**src/sv/hsr_pkg.sv**
```systemverilog
// Shared types, constants and romanization tables for the Hangul syllable romanizer.
package hsr_pkg;

   localparam logic [15:0] HANGUL_BASE    = 16'hAC00;
   localparam logic [15:0] HANGUL_LAST    = 16'hD7A3;
   localparam logic [15:0] BYTE_SPAN      = 16'd256;
   localparam logic [4:0]  SILENT_INITIAL = 5'd11;
   localparam logic [4:0]  EMPTY_FINAL    = 5'd0;
   localparam logic [9:0]  FINAL_COUNT    = 10'd28;
   localparam logic [9:0]  MEDIAL_COUNT   = 10'd21;

   // floor(off / 588) == (off * INI_RECIP) >> INI_SHIFT for off < 11172
   localparam logic [14:0] INI_RECIP = 15'd28533;
   localparam int          INI_SHIFT = 24;
   // floor(off / 28) == (off * FIN_RECIP) >> FIN_SHIFT for off < 11172
   localparam logic [14:0] FIN_RECIP = 15'd18725;
   localparam int          FIN_SHIFT = 19;

   localparam int MAX_CHARS = 7;

   typedef enum logic [1:0] {
      CLS_NONE,
      CLS_BYTE,
      CLS_SYLL
   } cls_type;

   // One queued job: a passed-through byte or the three syllable indexes.
   typedef struct packed {
      logic       is_byte;
      logic [7:0] chr;
      logic [4:0] ini;
      logic [4:0] med;
      logic [4:0] fin;
   } entry_type;

   typedef struct packed {
      logic full;
      logic not_empty;
   } q_status_type;

   // Romanized part: length and up to three characters, first one in the top byte.
   typedef struct packed {
      logic [1:0]  len;
      logic [23:0] text;
   } part_type;

   localparam part_type PART_EMPTY = '{len: 2'd0, text: 24'd0};

   function automatic part_type part1(logic [7:0] s);
      part1 = '{len: 2'd1, text: {s, 16'd0}};
   endfunction

   function automatic part_type part2(logic [15:0] s);
      part2 = '{len: 2'd2, text: {s, 8'd0}};
   endfunction

   function automatic part_type part3(logic [23:0] s);
      part3 = '{len: 2'd3, text: s};
   endfunction

   function automatic logic [7:0] part_char(part_type p, logic [1:0] i);
      logic [7:0] c;
      case (i)
         2'd0:    c = p.text[23:16];
         2'd1:    c = p.text[15:8];
         2'd2:    c = p.text[7:0];
         default: c = 8'd0;
      endcase
      return c;
   endfunction

   function automatic part_type initial_part(logic [4:0] idx);
      part_type r;
      case (idx)
         5'd0:    r = part1("g");
         5'd1:    r = part2("gg");
         5'd2:    r = part1("n");
         5'd3:    r = part1("d");
         5'd4:    r = part2("dd");
         5'd5:    r = part1("r");
         5'd6:    r = part1("m");
         5'd7:    r = part1("b");
         5'd8:    r = part2("bb");
         5'd9:    r = part1("s");
         5'd10:   r = part2("ss");
         5'd12:   r = part1("j");
         5'd13:   r = part2("jj");
         5'd14:   r = part2("ch");
         5'd15:   r = part1("k");
         5'd16:   r = part1("t");
         5'd17:   r = part1("p");
         5'd18:   r = part1("h");
         default: r = PART_EMPTY;
      endcase
      return r;
   endfunction

   function automatic part_type medial_part(logic [4:0] idx);
      part_type r;
      case (idx)
         5'd0:    r = part1("a");
         5'd1:    r = part2("ae");
         5'd2:    r = part2("ya");
         5'd3:    r = part3("yae");
         5'd4:    r = part2("eo");
         5'd5:    r = part1("e");
         5'd6:    r = part3("yeo");
         5'd7:    r = part2("ye");
         5'd8:    r = part1("o");
         5'd9:    r = part2("wa");
         5'd10:   r = part3("wae");
         5'd11:   r = part2("oe");
         5'd12:   r = part2("yo");
         5'd13:   r = part1("u");
         5'd14:   r = part2("wo");
         5'd15:   r = part2("we");
         5'd16:   r = part2("wi");
         5'd17:   r = part2("yu");
         5'd18:   r = part2("eu");
         5'd19:   r = part2("ui");
         5'd20:   r = part1("i");
         default: r = PART_EMPTY;
      endcase
      return r;
   endfunction

   function automatic part_type final_part(logic [4:0] idx);
      part_type r;
      case (idx)
         5'd1, 5'd2, 5'd3, 5'd24, 5'd27:                  r = part1("k");
         5'd4, 5'd5, 5'd6:                                r = part1("n");
         5'd7, 5'd19, 5'd20, 5'd22, 5'd23, 5'd25:         r = part1("t");
         5'd8, 5'd9, 5'd10, 5'd11, 5'd12, 5'd13, 5'd15:   r = part1("l");
         5'd14, 5'd17, 5'd18, 5'd26:                      r = part1("p");
         5'd16:                                           r = part1("m");
         5'd21:                                           r = part2("ng");
         default:                                         r = PART_EMPTY;
      endcase
      return r;
   endfunction

endpackage

```
**src/sv/hsr_if.sv**
```systemverilog
// Valid/ready channel interfaces for the request, response and register-write ports.
interface hsr_req_if;
   logic        valid;
   logic        ready;
   logic [15:0] code_unit;
   logic        end_of_string;
   modport source (output valid, output code_unit, output end_of_string, input ready);
   modport sink   (input valid, input code_unit, input end_of_string, output ready);
endinterface

interface hsr_rsp_if;
   logic       valid;
   logic       ready;
   logic [7:0] out_char;
   logic       last_of_run;
   modport source (output valid, output out_char, output last_of_run, input ready);
   modport sink   (input valid, input out_char, input last_of_run, output ready);
endinterface

interface hsr_csr_if;
   logic        valid;
   logic        ready;
   logic [15:0] piece_limit;
   modport source (output valid, output piece_limit, input ready);
   modport sink   (input valid, input piece_limit, output ready);
endinterface

```
**src/sv/hsr_front.sv**
```systemverilog
// Front end: accept code units, split syllables, apply the piece limit, enqueue jobs.
module hsr_front (
   input  logic                 clock,
   input  logic                 reset,
   hsr_req_if.sink              req_ch,
   input  logic [15:0]          piece_limit,
   input  hsr_pkg::q_status_type q_status,
   output logic                 push,
   output hsr_pkg::entry_type   push_entry
);
   import hsr_pkg::*;

   logic adv;

   // stage 1: raw beat
   logic        s1_valid_ff, s1_valid_in;
   logic [15:0] s1_code_ff;
   logic        s1_eos_ff;

   // stage 2: class, offset and reciprocal products
   logic        s2_valid_ff;
   cls_type     s2_cls_ff, s2_cls_in;
   logic [7:0]  s2_chr_ff;
   logic [13:0] s2_off_ff, s2_off_in;
   logic [4:0]  s2_ini_ff, s2_ini_in;
   logic [9:0]  s2_q28_ff, s2_q28_in;
   logic        s2_eos_ff;
   logic [28:0] prod_ini, prod_q28;

   // stage 3: indexes, limit check
   logic        s3_valid_ff;
   cls_type     s3_cls_ff;
   logic [7:0]  s3_chr_ff;
   logic [4:0]  s3_ini_ff;
   logic [4:0]  s3_med_ff, s3_med_in;
   logic [4:0]  s3_fin_ff, s3_fin_in;
   logic        s3_eos_ff;
   logic [13:0] q28_times;
   logic [9:0]  ini_times;

   logic [16:0] count_ff, count_in;
   logic [1:0]  pieces;
   logic        emit;

   assign adv          = !s3_valid_ff || !q_status.full;
   assign req_ch.ready = adv;
   assign s1_valid_in  = req_ch.valid;

   // classify and start the divisions by 588 and 28
   always_comb begin
      if (s1_code_ff == 16'd0) begin
         s2_cls_in = CLS_NONE;
      end else if (s1_code_ff < BYTE_SPAN) begin
         s2_cls_in = CLS_BYTE;
      end else if (s1_code_ff inside {[HANGUL_BASE:HANGUL_LAST]}) begin
         s2_cls_in = CLS_SYLL;
      end else begin
         s2_cls_in = CLS_NONE;
      end
      s2_off_in = 14'(s1_code_ff - HANGUL_BASE);
      prod_ini  = 29'(s2_off_in) * 29'(INI_RECIP);
      prod_q28  = 29'(s2_off_in) * 29'(FIN_RECIP);
      s2_ini_in = 5'(prod_ini >> INI_SHIFT);
      s2_q28_in = 10'(prod_q28 >> FIN_SHIFT);
   end

   // remainders: final = off - 28*q28, medial = q28 - 21*initial
   always_comb begin
      q28_times = 14'(s2_q28_ff) * 14'(FINAL_COUNT);
      ini_times = 10'(s2_ini_ff) * MEDIAL_COUNT;
      s3_fin_in = 5'(s2_off_ff - q28_times);
      s3_med_in = 5'(s2_q28_ff - ini_times);
   end

   always_comb begin
      pieces = 2'd1 + 2'(s3_ini_ff != SILENT_INITIAL) + 2'(s3_fin_ff != EMPTY_FINAL);
      emit   = s3_valid_ff && (s3_cls_ff != CLS_NONE) && (count_ff < {1'b0, piece_limit});
      push   = emit && adv;
      push_entry.is_byte = (s3_cls_ff == CLS_BYTE);
      push_entry.chr     = s3_chr_ff;
      push_entry.ini     = s3_ini_ff;
      push_entry.med     = s3_med_ff;
      push_entry.fin     = s3_fin_ff;

      count_in = count_ff;
      if (s3_valid_ff && adv) begin
         if (s3_eos_ff) begin
            count_in = 17'd0;
         end else if (emit && (s3_cls_ff == CLS_SYLL)) begin
            count_in = count_ff + 17'(pieces);
         end
      end
   end

   always_ff @(posedge clock) begin
      if (reset) begin
         s1_valid_ff <= 1'b0;
         s2_valid_ff <= 1'b0;
         s3_valid_ff <= 1'b0;
         count_ff    <= 17'd0;
      end else begin
         count_ff <= count_in;
         if (adv) begin
            s1_valid_ff <= s1_valid_in;
            s2_valid_ff <= s1_valid_ff;
            s3_valid_ff <= s2_valid_ff;
         end
      end
   end

   always_ff @(posedge clock) begin
      if (adv) begin
         s1_code_ff <= req_ch.code_unit;
         s1_eos_ff  <= req_ch.end_of_string;
         s2_cls_ff  <= s2_cls_in;
         s2_chr_ff  <= s1_code_ff[7:0];
         s2_off_ff  <= s2_off_in;
         s2_ini_ff  <= s2_ini_in;
         s2_q28_ff  <= s2_q28_in;
         s2_eos_ff  <= s1_eos_ff;
         s3_cls_ff  <= s2_cls_ff;
         s3_chr_ff  <= s2_chr_ff;
         s3_ini_ff  <= s2_ini_ff;
         s3_med_ff  <= s3_med_in;
         s3_fin_ff  <= s3_fin_in;
         s3_eos_ff  <= s2_eos_ff;
      end
   end

endmodule

```
**src/sv/hsr_queue.sv**
```systemverilog
// Small job queue between the front end and the character sequencer.
module hsr_queue #(
   parameter int DEPTH = 4
) (
   input  logic                   clock,
   input  logic                   reset,
   input  logic                   push,
   input  hsr_pkg::entry_type     push_entry,
   input  logic                   pop,
   output hsr_pkg::entry_type     head,
   output hsr_pkg::q_status_type  status,
   output logic [$clog2(DEPTH+1)-1:0] fill
);
   import hsr_pkg::*;

   localparam int PTR_W = (DEPTH > 1) ? $clog2(DEPTH) : 1;
   localparam int CNT_W = $clog2(DEPTH + 1);

   entry_type        mem_ff [DEPTH];
   logic [PTR_W-1:0] wr_ptr_ff, wr_ptr_in;
   logic [PTR_W-1:0] rd_ptr_ff, rd_ptr_in;
   logic [CNT_W-1:0] cnt_ff, cnt_in;

   always_comb begin
      wr_ptr_in = wr_ptr_ff;
      rd_ptr_in = rd_ptr_ff;
      cnt_in    = cnt_ff;
      if (push) begin
         wr_ptr_in = (wr_ptr_ff == PTR_W'(DEPTH - 1)) ? '0 : wr_ptr_ff + 1'b1;
      end
      if (pop) begin
         rd_ptr_in = (rd_ptr_ff == PTR_W'(DEPTH - 1)) ? '0 : rd_ptr_ff + 1'b1;
      end
      if (push && !pop) begin
         cnt_in = cnt_ff + 1'b1;
      end else if (pop && !push) begin
         cnt_in = cnt_ff - 1'b1;
      end
   end

   assign status.full      = (cnt_ff == CNT_W'(DEPTH));
   assign status.not_empty = (cnt_ff != '0);
   assign head             = mem_ff[rd_ptr_ff];
   assign fill             = cnt_ff;

   always_ff @(posedge clock) begin
      if (reset) begin
         wr_ptr_ff <= '0;
         rd_ptr_ff <= '0;
         cnt_ff    <= '0;
      end else begin
         wr_ptr_ff <= wr_ptr_in;
         rd_ptr_ff <= rd_ptr_in;
         cnt_ff    <= cnt_in;
      end
   end

   always_ff @(posedge clock) begin
      if (push) begin
         mem_ff[wr_ptr_ff] <= push_entry;
      end
   end

endmodule

```
**src/sv/hsr_back.sv**
```systemverilog
// Back end: expand a queued job into characters and send them one beat at a time.
module hsr_back (
   input  logic                  clock,
   input  logic                  reset,
   input  hsr_pkg::entry_type    head,
   input  hsr_pkg::q_status_type q_status,
   output logic                  pop,
   hsr_rsp_if.source             rsp_ch
);
   import hsr_pkg::*;

   logic [7:0] buf_ff [MAX_CHARS];
   logic [7:0] buf_in [MAX_CHARS];
   logic [2:0] cnt_ff, cnt_in;
   logic [7:0] built  [MAX_CHARS];
   logic [2:0] built_len;
   part_type   p_ini, p_med, p_fin;
   logic [2:0] li, lm, lf;
   logic [2:0] pos;
   logic       fire, load;

   // lay the three parts end to end
   always_comb begin
      p_ini = initial_part(head.ini);
      p_med = medial_part(head.med);
      p_fin = final_part(head.fin);
      li    = 3'(p_ini.len);
      lm    = 3'(p_med.len);
      lf    = 3'(p_fin.len);
      pos   = 3'd0;
      for (int k = 0; k < MAX_CHARS; k++) begin
         pos = 3'(k);
         if (head.is_byte) begin
            built[k] = (k == 0) ? head.chr : 8'd0;
         end else if (pos < li) begin
            built[k] = part_char(p_ini, 2'(pos));
         end else if (pos < li + lm) begin
            built[k] = part_char(p_med, 2'(pos - li));
         end else begin
            built[k] = part_char(p_fin, 2'(pos - li - lm));
         end
      end
      built_len = head.is_byte ? 3'd1 : li + lm + lf;
   end

   assign fire = rsp_ch.valid && rsp_ch.ready;
   assign load = (cnt_ff == 3'd0) || ((cnt_ff == 3'd1) && fire);
   assign pop  = load && q_status.not_empty;

   assign rsp_ch.valid       = (cnt_ff != 3'd0);
   assign rsp_ch.out_char    = buf_ff[0];
   assign rsp_ch.last_of_run = (cnt_ff == 3'd1);

   always_comb begin
      cnt_in = cnt_ff;
      for (int k = 0; k < MAX_CHARS; k++) begin
         buf_in[k] = buf_ff[k];
      end
      if (pop) begin
         cnt_in = built_len;
         for (int k = 0; k < MAX_CHARS; k++) begin
            buf_in[k] = built[k];
         end
      end else if (fire) begin
         cnt_in = cnt_ff - 3'd1;
         for (int k = 0; k < MAX_CHARS - 1; k++) begin
            buf_in[k] = buf_ff[k + 1];
         end
      end
   end

   always_ff @(posedge clock) begin
      if (reset) begin
         cnt_ff <= 3'd0;
      end else begin
         cnt_ff <= cnt_in;
      end
   end

   always_ff @(posedge clock) begin
      for (int k = 0; k < MAX_CHARS; k++) begin
         buf_ff[k] <= buf_in[k];
      end
   end

endmodule

```
**src/sv/hangul_syllable_romanizer.sv**
```systemverilog
// A request beat goes through the front-end stages and the job queue to the output buffer.
// Throughput: the front end takes one code unit per cycle unless the job queue is full; the
//   response sends one character per cycle while ready is high, 1 to 7 per syllable, 1 per byte.
// The output sequencer sets the sustained rate; the job queue absorbs bursts in between.
// Reset (synchronous, active high) empties the pipeline and queue, clears the piece
//   count and sets piece_limit to 65535.
module hangul_syllable_romanizer #(
   parameter int QUEUE_DEPTH = 4
) (
   input  logic      clock,
   input  logic      reset,
   hsr_req_if.sink   req_ch,
   hsr_rsp_if.source rsp_ch,
   hsr_csr_if.sink   csr_ch
);
   import hsr_pkg::*;

   localparam int FILL_W = $clog2(QUEUE_DEPTH + 1);

   logic [15:0]       piece_limit_ff;
   logic [15:0]       piece_limit_in;
   logic              q_push;
   logic              q_pop;
   entry_type         q_push_entry;
   entry_type         q_head;
   q_status_type      q_status;
   logic [FILL_W-1:0] q_fill;

   // Register writes are always taken; hold the limit otherwise.
   assign csr_ch.ready   = 1'b1;
   assign piece_limit_in = (csr_ch.valid && csr_ch.ready) ? csr_ch.piece_limit : piece_limit_ff;

   always_ff @(posedge clock) begin
      if (reset) begin
         piece_limit_ff <= 16'hFFFF;
      end else begin
         piece_limit_ff <= piece_limit_in;
      end
   end

   // Front end: classify each beat, split syllables, drop other codes and what is over the limit.
   hsr_front u_front (
      .clock       (clock),
      .reset       (reset),
      .req_ch      (req_ch),
      .piece_limit (piece_limit_ff),
      .q_status    (q_status),
      .push        (q_push),
      .push_entry  (q_push_entry)
   );

   // Decouple the two sides so either may stall on its own.
   hsr_queue #(
      .DEPTH (QUEUE_DEPTH)
   ) u_queue (
      .clock      (clock),
      .reset      (reset),
      .push       (q_push),
      .push_entry (q_push_entry),
      .pop        (q_pop),
      .head       (q_head),
      .status     (q_status),
      .fill       (q_fill)
   );

   // Back end: turn each job into response beats, the last one flagged.
   hsr_back u_back (
      .clock    (clock),
      .reset    (reset),
      .head     (q_head),
      .q_status (q_status),
      .pop      (q_pop),
      .rsp_ch   (rsp_ch)
   );

   // Never push into a full queue.
   assert property (@(posedge clock) disable iff (reset) q_push |-> !q_status.full)
      else $error("push into full job queue");

   // Never pop an empty queue.
   assert property (@(posedge clock) disable iff (reset) q_pop |-> q_status.not_empty)
      else $error("pop from empty job queue");

   // Fill level rises by one after each push that has no pop alongside it.
   assert property (@(posedge clock) disable iff (reset)
      (q_push && !q_pop) |=> (q_fill == FILL_W'($past(q_fill) + 1'b1)))
      else $error("queue fill did not advance on push");

   // A fresh reset leaves the limit at its maximum.
   assert property (@(posedge clock) disable iff (reset)
      $past(reset) |-> (piece_limit_ff == 16'hFFFF || $past(csr_ch.valid)))
      else $error("piece limit not restored by reset");

endmodule

```
**src/flat_wrapper.sv**
```systemverilog
// flat-port wrapper written by rule: the top's interface ports become plain ports
module hangul_syllable_romanizer_flat import hsr_pkg::*;
#(
   parameter int QUEUE_DEPTH = 4
)
  (clock, reset, req_ch_valid, req_ch_code_unit, req_ch_end_of_string, req_ch_ready, rsp_ch_valid, rsp_ch_out_char, rsp_ch_last_of_run, rsp_ch_ready, csr_ch_valid, csr_ch_piece_limit, csr_ch_ready);
  hsr_req_if req_ch_i ();
  hsr_rsp_if rsp_ch_i ();
  hsr_csr_if csr_ch_i ();
  input  logic clock;
  input  logic reset;
  input wire logic [$bits(req_ch_i.valid)-1:0] req_ch_valid;
  input wire logic [$bits(req_ch_i.code_unit)-1:0] req_ch_code_unit;
  input wire logic [$bits(req_ch_i.end_of_string)-1:0] req_ch_end_of_string;
  output wire logic [$bits(req_ch_i.ready)-1:0] req_ch_ready;
  output wire logic [$bits(rsp_ch_i.valid)-1:0] rsp_ch_valid;
  output wire logic [$bits(rsp_ch_i.out_char)-1:0] rsp_ch_out_char;
  output wire logic [$bits(rsp_ch_i.last_of_run)-1:0] rsp_ch_last_of_run;
  input wire logic [$bits(rsp_ch_i.ready)-1:0] rsp_ch_ready;
  input wire logic [$bits(csr_ch_i.valid)-1:0] csr_ch_valid;
  input wire logic [$bits(csr_ch_i.piece_limit)-1:0] csr_ch_piece_limit;
  output wire logic [$bits(csr_ch_i.ready)-1:0] csr_ch_ready;
  assign req_ch_i.valid = req_ch_valid;
  assign req_ch_i.code_unit = req_ch_code_unit;
  assign req_ch_i.end_of_string = req_ch_end_of_string;
  assign req_ch_ready = req_ch_i.ready;
  assign rsp_ch_valid = rsp_ch_i.valid;
  assign rsp_ch_out_char = rsp_ch_i.out_char;
  assign rsp_ch_last_of_run = rsp_ch_i.last_of_run;
  assign rsp_ch_i.ready = rsp_ch_ready;
  assign csr_ch_i.valid = csr_ch_valid;
  assign csr_ch_i.piece_limit = csr_ch_piece_limit;
  assign csr_ch_ready = csr_ch_i.ready;
  hangul_syllable_romanizer #(.QUEUE_DEPTH(QUEUE_DEPTH)) u_core (.clock(clock), .reset(reset), .req_ch(req_ch_i), .rsp_ch(rsp_ch_i), .csr_ch(csr_ch_i));
endmodule
```
**config.mk**
```make
export PLATFORM = sky130hd
export DESIGN_NAME = hangul_syllable_romanizer_flat
export DESIGN_NICKNAME = d
export VERILOG_FILES = /design/src/sv/hsr_pkg.sv /design/src/sv/hsr_if.sv /design/src/sv/hsr_front.sv /design/src/sv/hsr_queue.sv /design/src/sv/hsr_back.sv /design/src/sv/hangul_syllable_romanizer.sv /design/src/flat_wrapper.sv
export SDC_FILE = /design/constraint.sdc
export NUM_CORES = 1
export LEC_CHECK = 0
export BUFFER_PORTS_ARGS = -buffer_cell sky130_fd_sc_hd__buf_2
export CAP_MARGIN = 25
export CORE_AREA = 4 4 185 187
export DETAILED_ROUTE_END_ITERATION = 7
export DIE_AREA = 0 0 189 191
export GPL_TIMING_DRIVEN = 0
export MAX_ROUTING_LAYER = met4
export PLACE_DENSITY = 0.76
export REMOVE_ABC_BUFFERS = 1
export SLEW_MARGIN = 20
export SYNTH_ARGS = -nofsm -noshare
export SYNTH_HDL_FRONTEND = slang
export SYNTH_HIERARCHICAL = 1
export SYNTH_SLANG_ARGS = --single-unit
```
**constraint.sdc**
```tcl
create_clock -name clock -period 7.2 [get_ports clock]
set_clock_uncertainty 0.2 [all_clocks]
set_input_delay 1.8 -clock clock [delete_from_list [all_inputs] [get_ports clock]]
set_output_delay 1.8 -clock clock [all_outputs]
set_load 0.01 [all_outputs]
```
* Yosys cells after proc, flatten, opt, wreduce, memory -nomap -nowiden
Memory sizes are Yosys's and may differ from the RTL's. A register that Yosys moved wholly into a read port is not among the register bits.
Cells that the tools add are included.
** Operators by class
- $mul :: 4
- Muxes and demuxes :: 52
- Equality and inequality tests :: 35
- Reductions and logical operators :: 42
- Magnitude comparators :: 17
- $add $sub $neg :: 27
** Operators with widths (count)
- one-hot mux 8 bit (3 select lines) :: 14
- two-way mux 8 bit :: 21
- two-way mux 48 bit :: 2
- multiplier 14 x 15 -> 29 bit, second input constant :: 2
- == test 2 bit, second input constant :: 17
- two-way mux 17 bit :: 2
- == test 2 x 1 -> 1 bit, second input constant :: 15
- logical NOT 2 bit :: 14
- adder 17 x 2 -> 17 bit :: 1
- less-than comparator 17 x 16 -> 1 bit :: 1
- >= comparator 16 bit, second input constant :: 1
- <= comparator 16 bit, second input constant :: 1
- logical NOT 16 bit :: 1
- less-than comparator 16 x 9 -> 1 bit, second input constant :: 1
- two-way mux 3 bit :: 5
- subtractor 14 bit, second input constant :: 1
- subtractor 2 bit :: 7
- logical AND 1 bit :: 11
- multiplier 10 x 3 -> 3 bit, second input constant :: 1
- two-way mux 2 bit :: 5
- subtractor 5 bit :: 2
- less-than comparator 3 x 2 -> 1 bit, first input constant :: 3
- less-than comparator 3 bit, first input constant :: 3
- nonzero test 2 bit :: 4
- other kinds (25) :: 42
** Word-level totals
- Register bits :: 120
- Memories :: 5
- Word-level logic and storage cells :: 206
- Output and inout port bits :: 12
- Memory bits (writable) :: 152
- ROM bits :: 1664
- Bits of input ports :: 38
** Memories
- (no name shown) :: depth 32, width 22, rd ports 1, clocked after memory_dff 0, wr ports 0, RTL line hsr_pkg.sv:100 : case (idx)
- (no name shown) :: depth 32, width 16, rd ports 1, clocked after memory_dff 0, wr ports 0, RTL line hsr_pkg.sv:74 : case (idx)
- (no name shown) :: depth 32, width 14, rd ports 1, clocked after memory_dff 0, wr ports 0, RTL line hsr_pkg.sv:129 : case (idx)
- u_core.u_queue.mem_ff :: depth 4, width 24, rd ports 1, clocked after memory_dff 1, wr ports 1, RTL line hsr_queue.sv:19 : entry_type mem_ff [DEPTH];
- u_core.u_back.buf_ff :: depth 7, width 8, rd ports 7, clocked after memory_dff 0, wr ports 7, RTL line hsr_back.sv:12 : logic [7:0] buf_ff [MAX_CHARS];

* Depth between registers and ports, before layout
Gate-level depths: netlist (run 1).
An unclocked memory read counts as a cell.
- Word-level depth :: 9
- Depth in mapped cells :: 20
- Gate-level depth less buffers :: 20

* Hierarchy
The synthesis (run 1) kept the hierarchy.
** By module, submodules not included
- hsr_front :: instances 1, seq. area each 2262.2 um2, cells an instance 968, area an instance 10119.7 um2
- hsr_back :: instances 1, seq. area each 1381.3 um2, cells an instance 525, area an instance 4668.2 um2
- hsr_queue :: instances 1, seq. area each 3062.9 um2, cells an instance 170, area an instance 3945.0 um2
- hangul_syllable_romanizer :: instances 1, seq. area each 320.3 um2, cells an instance 55, area an instance 610.6 um2

* Worst setup path after synthesis (run 1)
No wires, ideal clock.
- Kind :: flip-flop to flip-flop
- Start point :: register u_core.u_front.s1_code_ff[10]
- End point :: register u_core.u_front.s2_ini_ff[2] (data pin)
- Setup slack :: 1.226 ns
- Library setup time :: 0.260 ns
- Period minus slack after synthesis :: 5.974 ns
- Path buffers :: 0
- Arrival time :: 5.514 ns
- Cell stages (with the launch flop) :: 18
- Data required time :: 6.740 ns
- Cells stage by stage :: edfxtp_1 > ha_1 > xnor2_1 > fa_1 > inv_1 > fa_1 > fa_1 > fa_1 > inv_1 > fa_1 > ha_1 > ha_1 > a2111oi_0 > o21ai_0 > o21ai_0 > o22ai_1 > nor3_1 > xnor2_1
** On the way
- Longest elaborated chain between the ends :: 2
** Ends and longest elaborated chain
- start: declaration :: RTL line hsr_front.sv:17 : logic [15:0] s1_code_ff;
- start signal: assignment :: RTL line hsr_front.sv:113 : s1_code_ff <= req_ch.code_unit;
- subtractor 14 bit :: RTL line hsr_front.sv:60 : s2_off_in = 14'(s1_code_ff - HANGUL_BASE);
- multiplier 14 x 15 -> 29 bit :: RTL line hsr_front.sv:61 : prod_ini = 29'(s2_off_in) * 29'(INI_RECIP);
- via u_core.u_front.prod_ini[26] :: RTL line hsr_front.sv:28 : logic [28:0] prod_ini, prod_q28;
- end signal: assignment :: RTL line hsr_front.sv:118 : s2_ini_ff <= s2_ini_in;
- end: declaration :: RTL line hsr_front.sv:25 : logic [4:0] s2_ini_ff, s2_ini_in;
The timed path passes the listed nets, and every way through them passes these cells.
A chain may end at the register's enable or synchronous reset.

* Final worst setup path (run 1)
- Start point :: register u_core.u_front.s1_code_ff[10]
- End point :: register u_core.u_front.s2_ini_ff[4] (data pin)
Same word-level chain as after synthesis.

==> summary.txt, run 1 <==
Route
  • Drt wl/cell: 19.32 um
  • Via Count: 13010
  • Highest routed layer: met4
  • DR iter-0 viols: 1036
  • Met3 Routed Length: 1878 um
  • Total Wirelength: 42640 um
  • Detail Route Antenna Nets: 0
  • Routed wl met2: 21640 um
  • Residual DRC: 0
  • Via density: 5.896
  • Pre-Repair DR Iteration Count: 7
  • Met1 Wirelength: 17490 um

Clocking
  • CTS tree: yes
  • Hold buffers post-CTS: 0
  • CTS Buf Count: 29
  • Post-CTS resize count: 0
  • Total clock sinks: 250
  • Clock Latency Late Sink: 0.56 ns
  • H-tree depth: 1
  • Post-CTS setup buffer count: 0
  • Clock transition at path regs: 0.06 ns
  • CTS Buffer Depth: 3
  • Clock root buffer: clkbuf_16

Timing
  • Final Max Tran Viols: 0
  • F_max: 0.1520 GHz
  • Endpoints failing setup: 0
  • Worst Tran Pin Value: 0.9839 ns
  • Post-route setup TNS: 0 ns
  • RSZ-0062 raised after global routing: false
  • Crit path time final: 6.579 ns
  • Slew margin rel.: 0.3441
  • Final Hold Vio Count: 0
  • Final worst-path cycle share: 0.9137

Logic synthesis
  • Post-synthesis sequential area ratio: 0.3633
  • Avg Cell Area, Syn: 11.26 sq um
  • EDFF count, synth: a little over 200
  • Post-synthesis register bit count: between 200 and 300
  • Netlist cell types: 103
  • Count of mapped cells out of synthesis: 1718
  • Ys flop type: edfxtp_1
  • Mapped cell area: 0.01934 sq mm
  • Async SR Flop Fraction: 0
  • Yosys Warn Count: 6

Worst setup path
  • Crit Path Max Fanout: 10
  • Worst r2r src: u_core/u_front/s1_code_ff[10]
  • R2R cell count: 17
  • Crit Reg-Reg Endpoint: u_core/u_front/s2_ini_ff[4]
  • Setup Crit Path Kind: reg2reg
  • Worst setup SP type: flop
  • CP endpoint kind: flop
  • CP startpoint: u_core/u_front/s1_code_ff[10]
  • R2R setup slack: 0.62 ns
  • CP required: 7.29 ns
  • Crit path DAT: 6.67 ns

Die
  • Die area: 0.03610 sq mm
  • # IOs: 50
  • DIE WIDTH: 189 um
  • Chip Height: ~190 um
  • Initial Utilization: 0.5960
  • Row count: 66
  • Core footprint: 0.03245 sq mm

Hold path
  • Worst hold stages: 0
  • Hold-critical path endpoint: u_core/u_front/s3_chr_ff[7]
  • Worst hold-check path type: reg2reg
  • Hold Startpoint: u_core/u_front/s2_chr_ff[7]

Flow run
  • Max Cap Viol: 0

Finish
  • Layout cells sized above 1: 0.09518
  • Fin nets: approximately 2100
  • Synth-to-Final Area Change: 7.574%
  • ANT cells: 0

GRT
  • Vias in the first global route: 13130
  • First-pass GRT wire length: 68470 um
  • Initial antenna violation count: 0
  • Global route total overflow: 0
  • Largest net degree at the start of global routing: between 50 and 60
  • Tot GR Track Use: 0.2435

Placement
  • GP Congestion: approximately 0.96
  • Detail Placement HPWL: 32110 um
  • IO buf count: 48

Status
  • Outcome: finished clean
final cells by class:
type	instances	area (sq um)
sequential	250	7029
timing repair buffer	52	320.3
clock buffer	31	743.2
multi-input combinational	1132	10890
tap	442	553.0
clock inverter	23	230.2
fill	2475	11640
inverter	277	1040
critical path, stage by stage, from the launching register on:
cell	delay [ns]
edfxtp_1	0.50
ha_1	0.29
xnor2_2	0.57
ha_1	0.42
fa_1	0.56
inv_1	0.06
fa_1	0.51
fa_1	0.57
inv_1	0.07
fa_1	0.48
ha_1	0.31
ha_1	0.31
nand4_1	0.23
nor3_1	0.32
nand3_1	0.11
o22ai_1	0.42
mux2i_1	0.26
nand3_1	0.13
sequential cells by signal, summed over array words and instances, names as in the netlist, 8 cells and up, named ones only:
register,flops
u_core/u_queue/mem_ff,96
u_core/u_back/buf_ff,44
u_core/u_front/count_ff,17
u_core/piece_limit_ff,16
u_core/u_front/s1_code_ff,16
u_core/u_front/s2_chr_ff,8
u_core/u_front/s3_chr_ff,8
cell usage after synthesis, types with 5 or more instances:
cell type / count / share of area
fa_1: 121 / 0.13
a22o_1: 8 / 0.0036
nand2b_1: 20 / 0.0065
mux4_2: 21 / 0.024
mux2_2: 5 / 0.0029
mux2i_1: 10 / 0.0052
xnor2_1: 27 / 0.012
a32oi_1: 7 / 0.0032
nand4_1: 12 / 0.0039
a21oi_1: 58 / 0.015
buf_2: 13 / 0.0034
dfxtp_1: 48 / 0.050
inv_1: 276 / 0.054
buf_1: 7 / 0.0014
nand2_1: 86 / 0.017
edfxtp_1: 202 / 0.31
a21boi_0: 5 / 0.0019
a22oi_1: 7 / 0.0027
buf_6: 11 / 0.0064
a221o_1: 6 / 0.0031
a211oi_1: 11 / 0.0043
nor3_1: 21 / 0.0054
ha_1: 247 / 0.16
xor2_1: 12 / 0.0054
nor2b_1: 35 / 0.011
a221oi_1: 7 / 0.0032
o32ai_1: 5 / 0.0023
and2_1: 16 / 0.0052
buf_4: 8 / 0.0031
o221ai_1: 12 / 0.0054
a222oi_1: 5 / 0.0026
o22ai_1: 9 / 0.0029
nand3_1: 34 / 0.0088
and3_1: 7 / 0.0023
a31oi_1: 31 / 0.010
nor2_1: 67 / 0.013
o21ai_0: 41 / 0.011
a21o_1: 8 / 0.0031
nor4_1: 5 / 0.0016
nor3b_1: 10 / 0.0039
o211ai_1: 17 / 0.0066
o21a_1: 8 / 0.0031
or3_1: 9 / 0.0029
clkbuf_1: 16 / 0.0031
a211o_1: 22 / 0.010
layout by cell type (no fill, tap or decap), drive strengths merged, types with 20 or more instances in the layout:
master	instances
clkbuf	31
o21ai	45
a21oi	58
xnor2	28
mux4	25
a211o	23
nand2b	20
nor3	21
buf	52
dfxtp	48
inv	279
a31oi	31
edfxtp	202
fa	121
ha	247
nand2	88
nand3	35
nor2b	35
nor2	68
worst max-delay path by stage:
| stage | end | slack (ns) |
|---|---|---|
| floorplan | u_core/u_front/s2_ini_ff[2] | 1.23 |
| global route | u_core/u_front/s2_ini_ff[4] | 0.25 |
| global placement | u_core/u_front/s2_ini_ff[4] | 0.28 |
| CTS | u_core/u_front/s2_ini_ff[4] | 0.59 |
| detailed placement | u_core/u_front/s2_ini_ff[4] | 0.65 |
| finish | u_core/u_front/s2_ini_ff[4] | 0.62 |
through the flow:
stage / hold slack, ns / util / cells / worst slack [ns] / instance area (sq um)
finish: 0.2168 / 0.6412 / 2207 / 0.6210 / 20810
global route: 0.2311 / 0.6412 / 2207 / 0.2506 / 20810
CTS: 0.2191 / 0.6402 / 2205 / 0.5940 / 20780
detailed placement: 0.2045 / 0.6102 / 2151 / 0.6505 / 19800
global placement: 0.2021 / 0.6080 / 2149 / 0.2822 / 19730
floorplan: 0.2003 / - / 1659 / 1.226 / 18940
cells by family after synthesis:
family / count (synthesis) / synth area share
compound gates: 314 / 0.1178
xor+xnor: 40 / 0.01850
fa+ha+maj: 368 / 0.2850
buf+inv: 336 / 0.07464
flops: 250 / 0.3633
mux: 41 / 0.03874
other cells: 1 / 0.0001939
simple gates: 368 / 0.1019
layer usage:
layer  vias to the layer above  global-route usage
li1                       6185                   -
met1                      6368              0.2965
met2                       359              0.4258
met3                       101             0.02794
met4                         0             0.08268
met5                         -                   -
Power of run 1 is not shown: default switching activity piles up to over one toggle a cycle in this logic, so the estimate is an artifact.
==> run 2: changes to the inputs <==
--- a/config.mk
+++ b/config.mk
@@ -7,12 +7,12 @@
 export LEC_CHECK = 0
 export BUFFER_PORTS_ARGS = -buffer_cell sky130_fd_sc_hd__buf_2
 export CAP_MARGIN = 25
-export CORE_AREA = 4 4 185 187
+export CORE_AREA = 4 4 188 190
 export DETAILED_ROUTE_END_ITERATION = 7
-export DIE_AREA = 0 0 189 191
+export DIE_AREA = 0 0 192 194
 export GPL_TIMING_DRIVEN = 0
 export MAX_ROUTING_LAYER = met4
-export PLACE_DENSITY = 0.76
+export PLACE_DENSITY = 0.77
 export REMOVE_ABC_BUFFERS = 1
 export SLEW_MARGIN = 20
 export SYNTH_ARGS = -nofsm -noshare
==> constraint.sdc (replaced) <==
create_clock -name clock -period 5.7 [get_ports clock]
set_clock_uncertainty 0.2 [all_clocks]
set_input_delay 1.425 -clock clock [delete_from_list [all_inputs] [get_ports clock]]
set_output_delay 1.425 -clock clock [all_outputs]
set_load 0.01 [all_outputs]
==> summary.txt, run 2 (same netlist as run 1, synthesis figures left out) <==
Finish
  • Commonest non-fill, non-tap cell in the layout: inv_1
  • Fin nets: 2199
  • Most frequent cells in the layout: 265 x inv_1, 222 x ha_1, 202 x edfxtp_1
  • Largest regs: u_core/u_queue/mem_ff (96), u_core/u_back/buf_ff (44), u_core/u_front/count_ff (17)
  • Synth-to-Final Area Change: 12.49%
  • ANT cells: 0
  • Final Non-Filler Cells: 2263
  • Largest register FFs: 96
  • Top reg by flops: u_core/u_queue/mem_ff
  • Fill count: 2384
  • Fin area: around 0.022 sq mm
  • Layout cells sized above 1: 0.1576

Timing
  • F_max: 0.1710 GHz
  • Final Hold Vio Count: 0
  • Slew margin rel.: 0.3315
  • Worst Tran Pin Value: 1.003 ns
  • Final Max Tran Viols: 0
  • RSZ-0062 raised after global routing: true
  • Post-route setup slack: -0.1486 ns
  • Tightest hold margin: 0.2136 ns
  • Crit path time final: between 5 and 6 ns
  • Endpoints failing setup: 5
  • Final worst-path cycle share: 1.026

Worst setup path
  • CP peak stage delay: 0.59 ns
  • CP endpoint kind: flop
  • Stages on the worst setup path: 17
  • Crit Path Max Fanout: 6
  • WP buf/inv: 2
  • Critical-path top delay cell: fa_1
  • Crit path DAT: around 5.9 ns
  • Worst setup SP type: flop
  • R2R cell count: 17
  • Crit path cell chain: ha_4 -> xnor2_4 -> fa_2 -> inv_2 -> fa_1 -> fa_1 -> fa_1 -> inv_2 -> fa_2 -> ha_4 -> ha_4 -> nand2_1 -> nor3_2 -> nand3_2 -> o22ai_4 -> mux2i_1 -> nand3_1
  • Setup Crit Path Kind: reg2reg
  • CP required: 5.76 ns
  • Largest delay share family, worst path: adder cells

GRT
  • Largest net degree at the start of global routing: 60
  • Tot GR Track Use: 0.2382
  • Global route total overflow: 0
  • First-pass GRT wire length: 69570 um
  • Initial antenna violation count: 0
  • Vias in the first global route: 13310

Clocking
  • CTS Buffer Depth: 3
  • Clock transition at path regs: 0.06 ns
  • Total clock sinks: 250
  • CTS Buf Count: 28
  • Clock Latency Late Sink: 0.55 ns
  • H-tree depth: 1
  • Clock root buffer: clkbuf_16
  • CTS tree: yes

Die
  • Core footprint: ~0.033 sq mm
  • DIE WIDTH: roughly 190 um
  • Die area: 0.03725 sq mm
  • Chip Height: 194 um
  • # IOs: 50
  • Initial Utilization: 0.5783
  • Row count: 67

Route
  • Total Wirelength: 44990 um
  • Via Count: 13610
  • Drt wl/cell: 19.88 um
  • Pre-Repair DR Iteration Count: 6
  • Detail Route Antenna Nets: 0
  • Residual DRC: 0
  • DR iter-0 viols: roughly 1100
  • Via density: 6.012

Placement
  • Post-place instance area: approximately 0.020 sq mm
  • Placed cell count: roughly 2200
  • DP Worst Slack: -0.8448 ns
  • GP Congestion: 0.9724
  • Detail Placement HPWL: 31590 um
  • IO buf count: 48

Status
  • Failing checks: setup timing
  • Outcome: finished with violations

Flow run
  • Max Cap Viol: 0

Hold path
  • Worst hold stages: 0
  • Worst hold-check path type: reg2reg
-- run 2: final cells by class --
type,count,area [sq um],share of cell area
Timing Repair Buffer,104,755.7,0.03473
Inverter,277,1047,0.04813
Clock buffer,35,758.2,0.03485
Clock inverter,17,167.7,0.007705
Sequential cell,250,7029,0.3230
Tap cell,448,560.5,0.02576
Multi-Input combinational cell,1132,11440,0.5258
-- run 2: timing repair --
item | CTS | global route
hold endpoints to repair | 0 | 0
setup buffers | 28 | 25
hold buffers | 0 | 0
pin swaps | 30 | 48
gates resized for setup | 46 | 57
setup endpoints to repair | 10 | 15
-- run 2: final timing paths --
check,from,to,slack (ns)
max,u_core/u_front/s1_code_ff[11],u_core/u_front/s2_ini_ff[4],-0.15
min,u_core/u_front/s2_chr_ff[0],u_core/u_front/s3_chr_ff[0],0.21
max reg2reg,u_core/u_front/s1_code_ff[11],u_core/u_front/s2_ini_ff[4],-0.15
min reg2reg,u_core/u_front/s2_chr_ff[0],u_core/u_front/s3_chr_ff[0],0.21
-- run 2: through the flow --
step | TNS [ns] | utilization
after global placement | -20.59 | 0.5902
after CTS | -0.02097 | 0.6348
after global routing | -1.327 | 0.6505
after floorplan | -1.162 | -
after detailed placement | -4.914 | 0.5923
final | -0.3102 | 0.6505
-- run 2: layer usage --
| layer | track usage | share of wire | vias up | routed length (um) |
|---|---|---|---|---|
| met1 | 0.2997 | 0.40 | 6794 | 17780 |
| li1 | - | - | 6289 | - |
| met5 | - | 0 | - | 0 |
| met4 | 0.07079 | 0.033 | 0 | 1504 |
| met3 | 0.02197 | 0.043 | 105 | 1930 |
| met2 | 0.4112 | 0.53 | 418 | 23780 |
Power of run 2 is left out for the same reason.
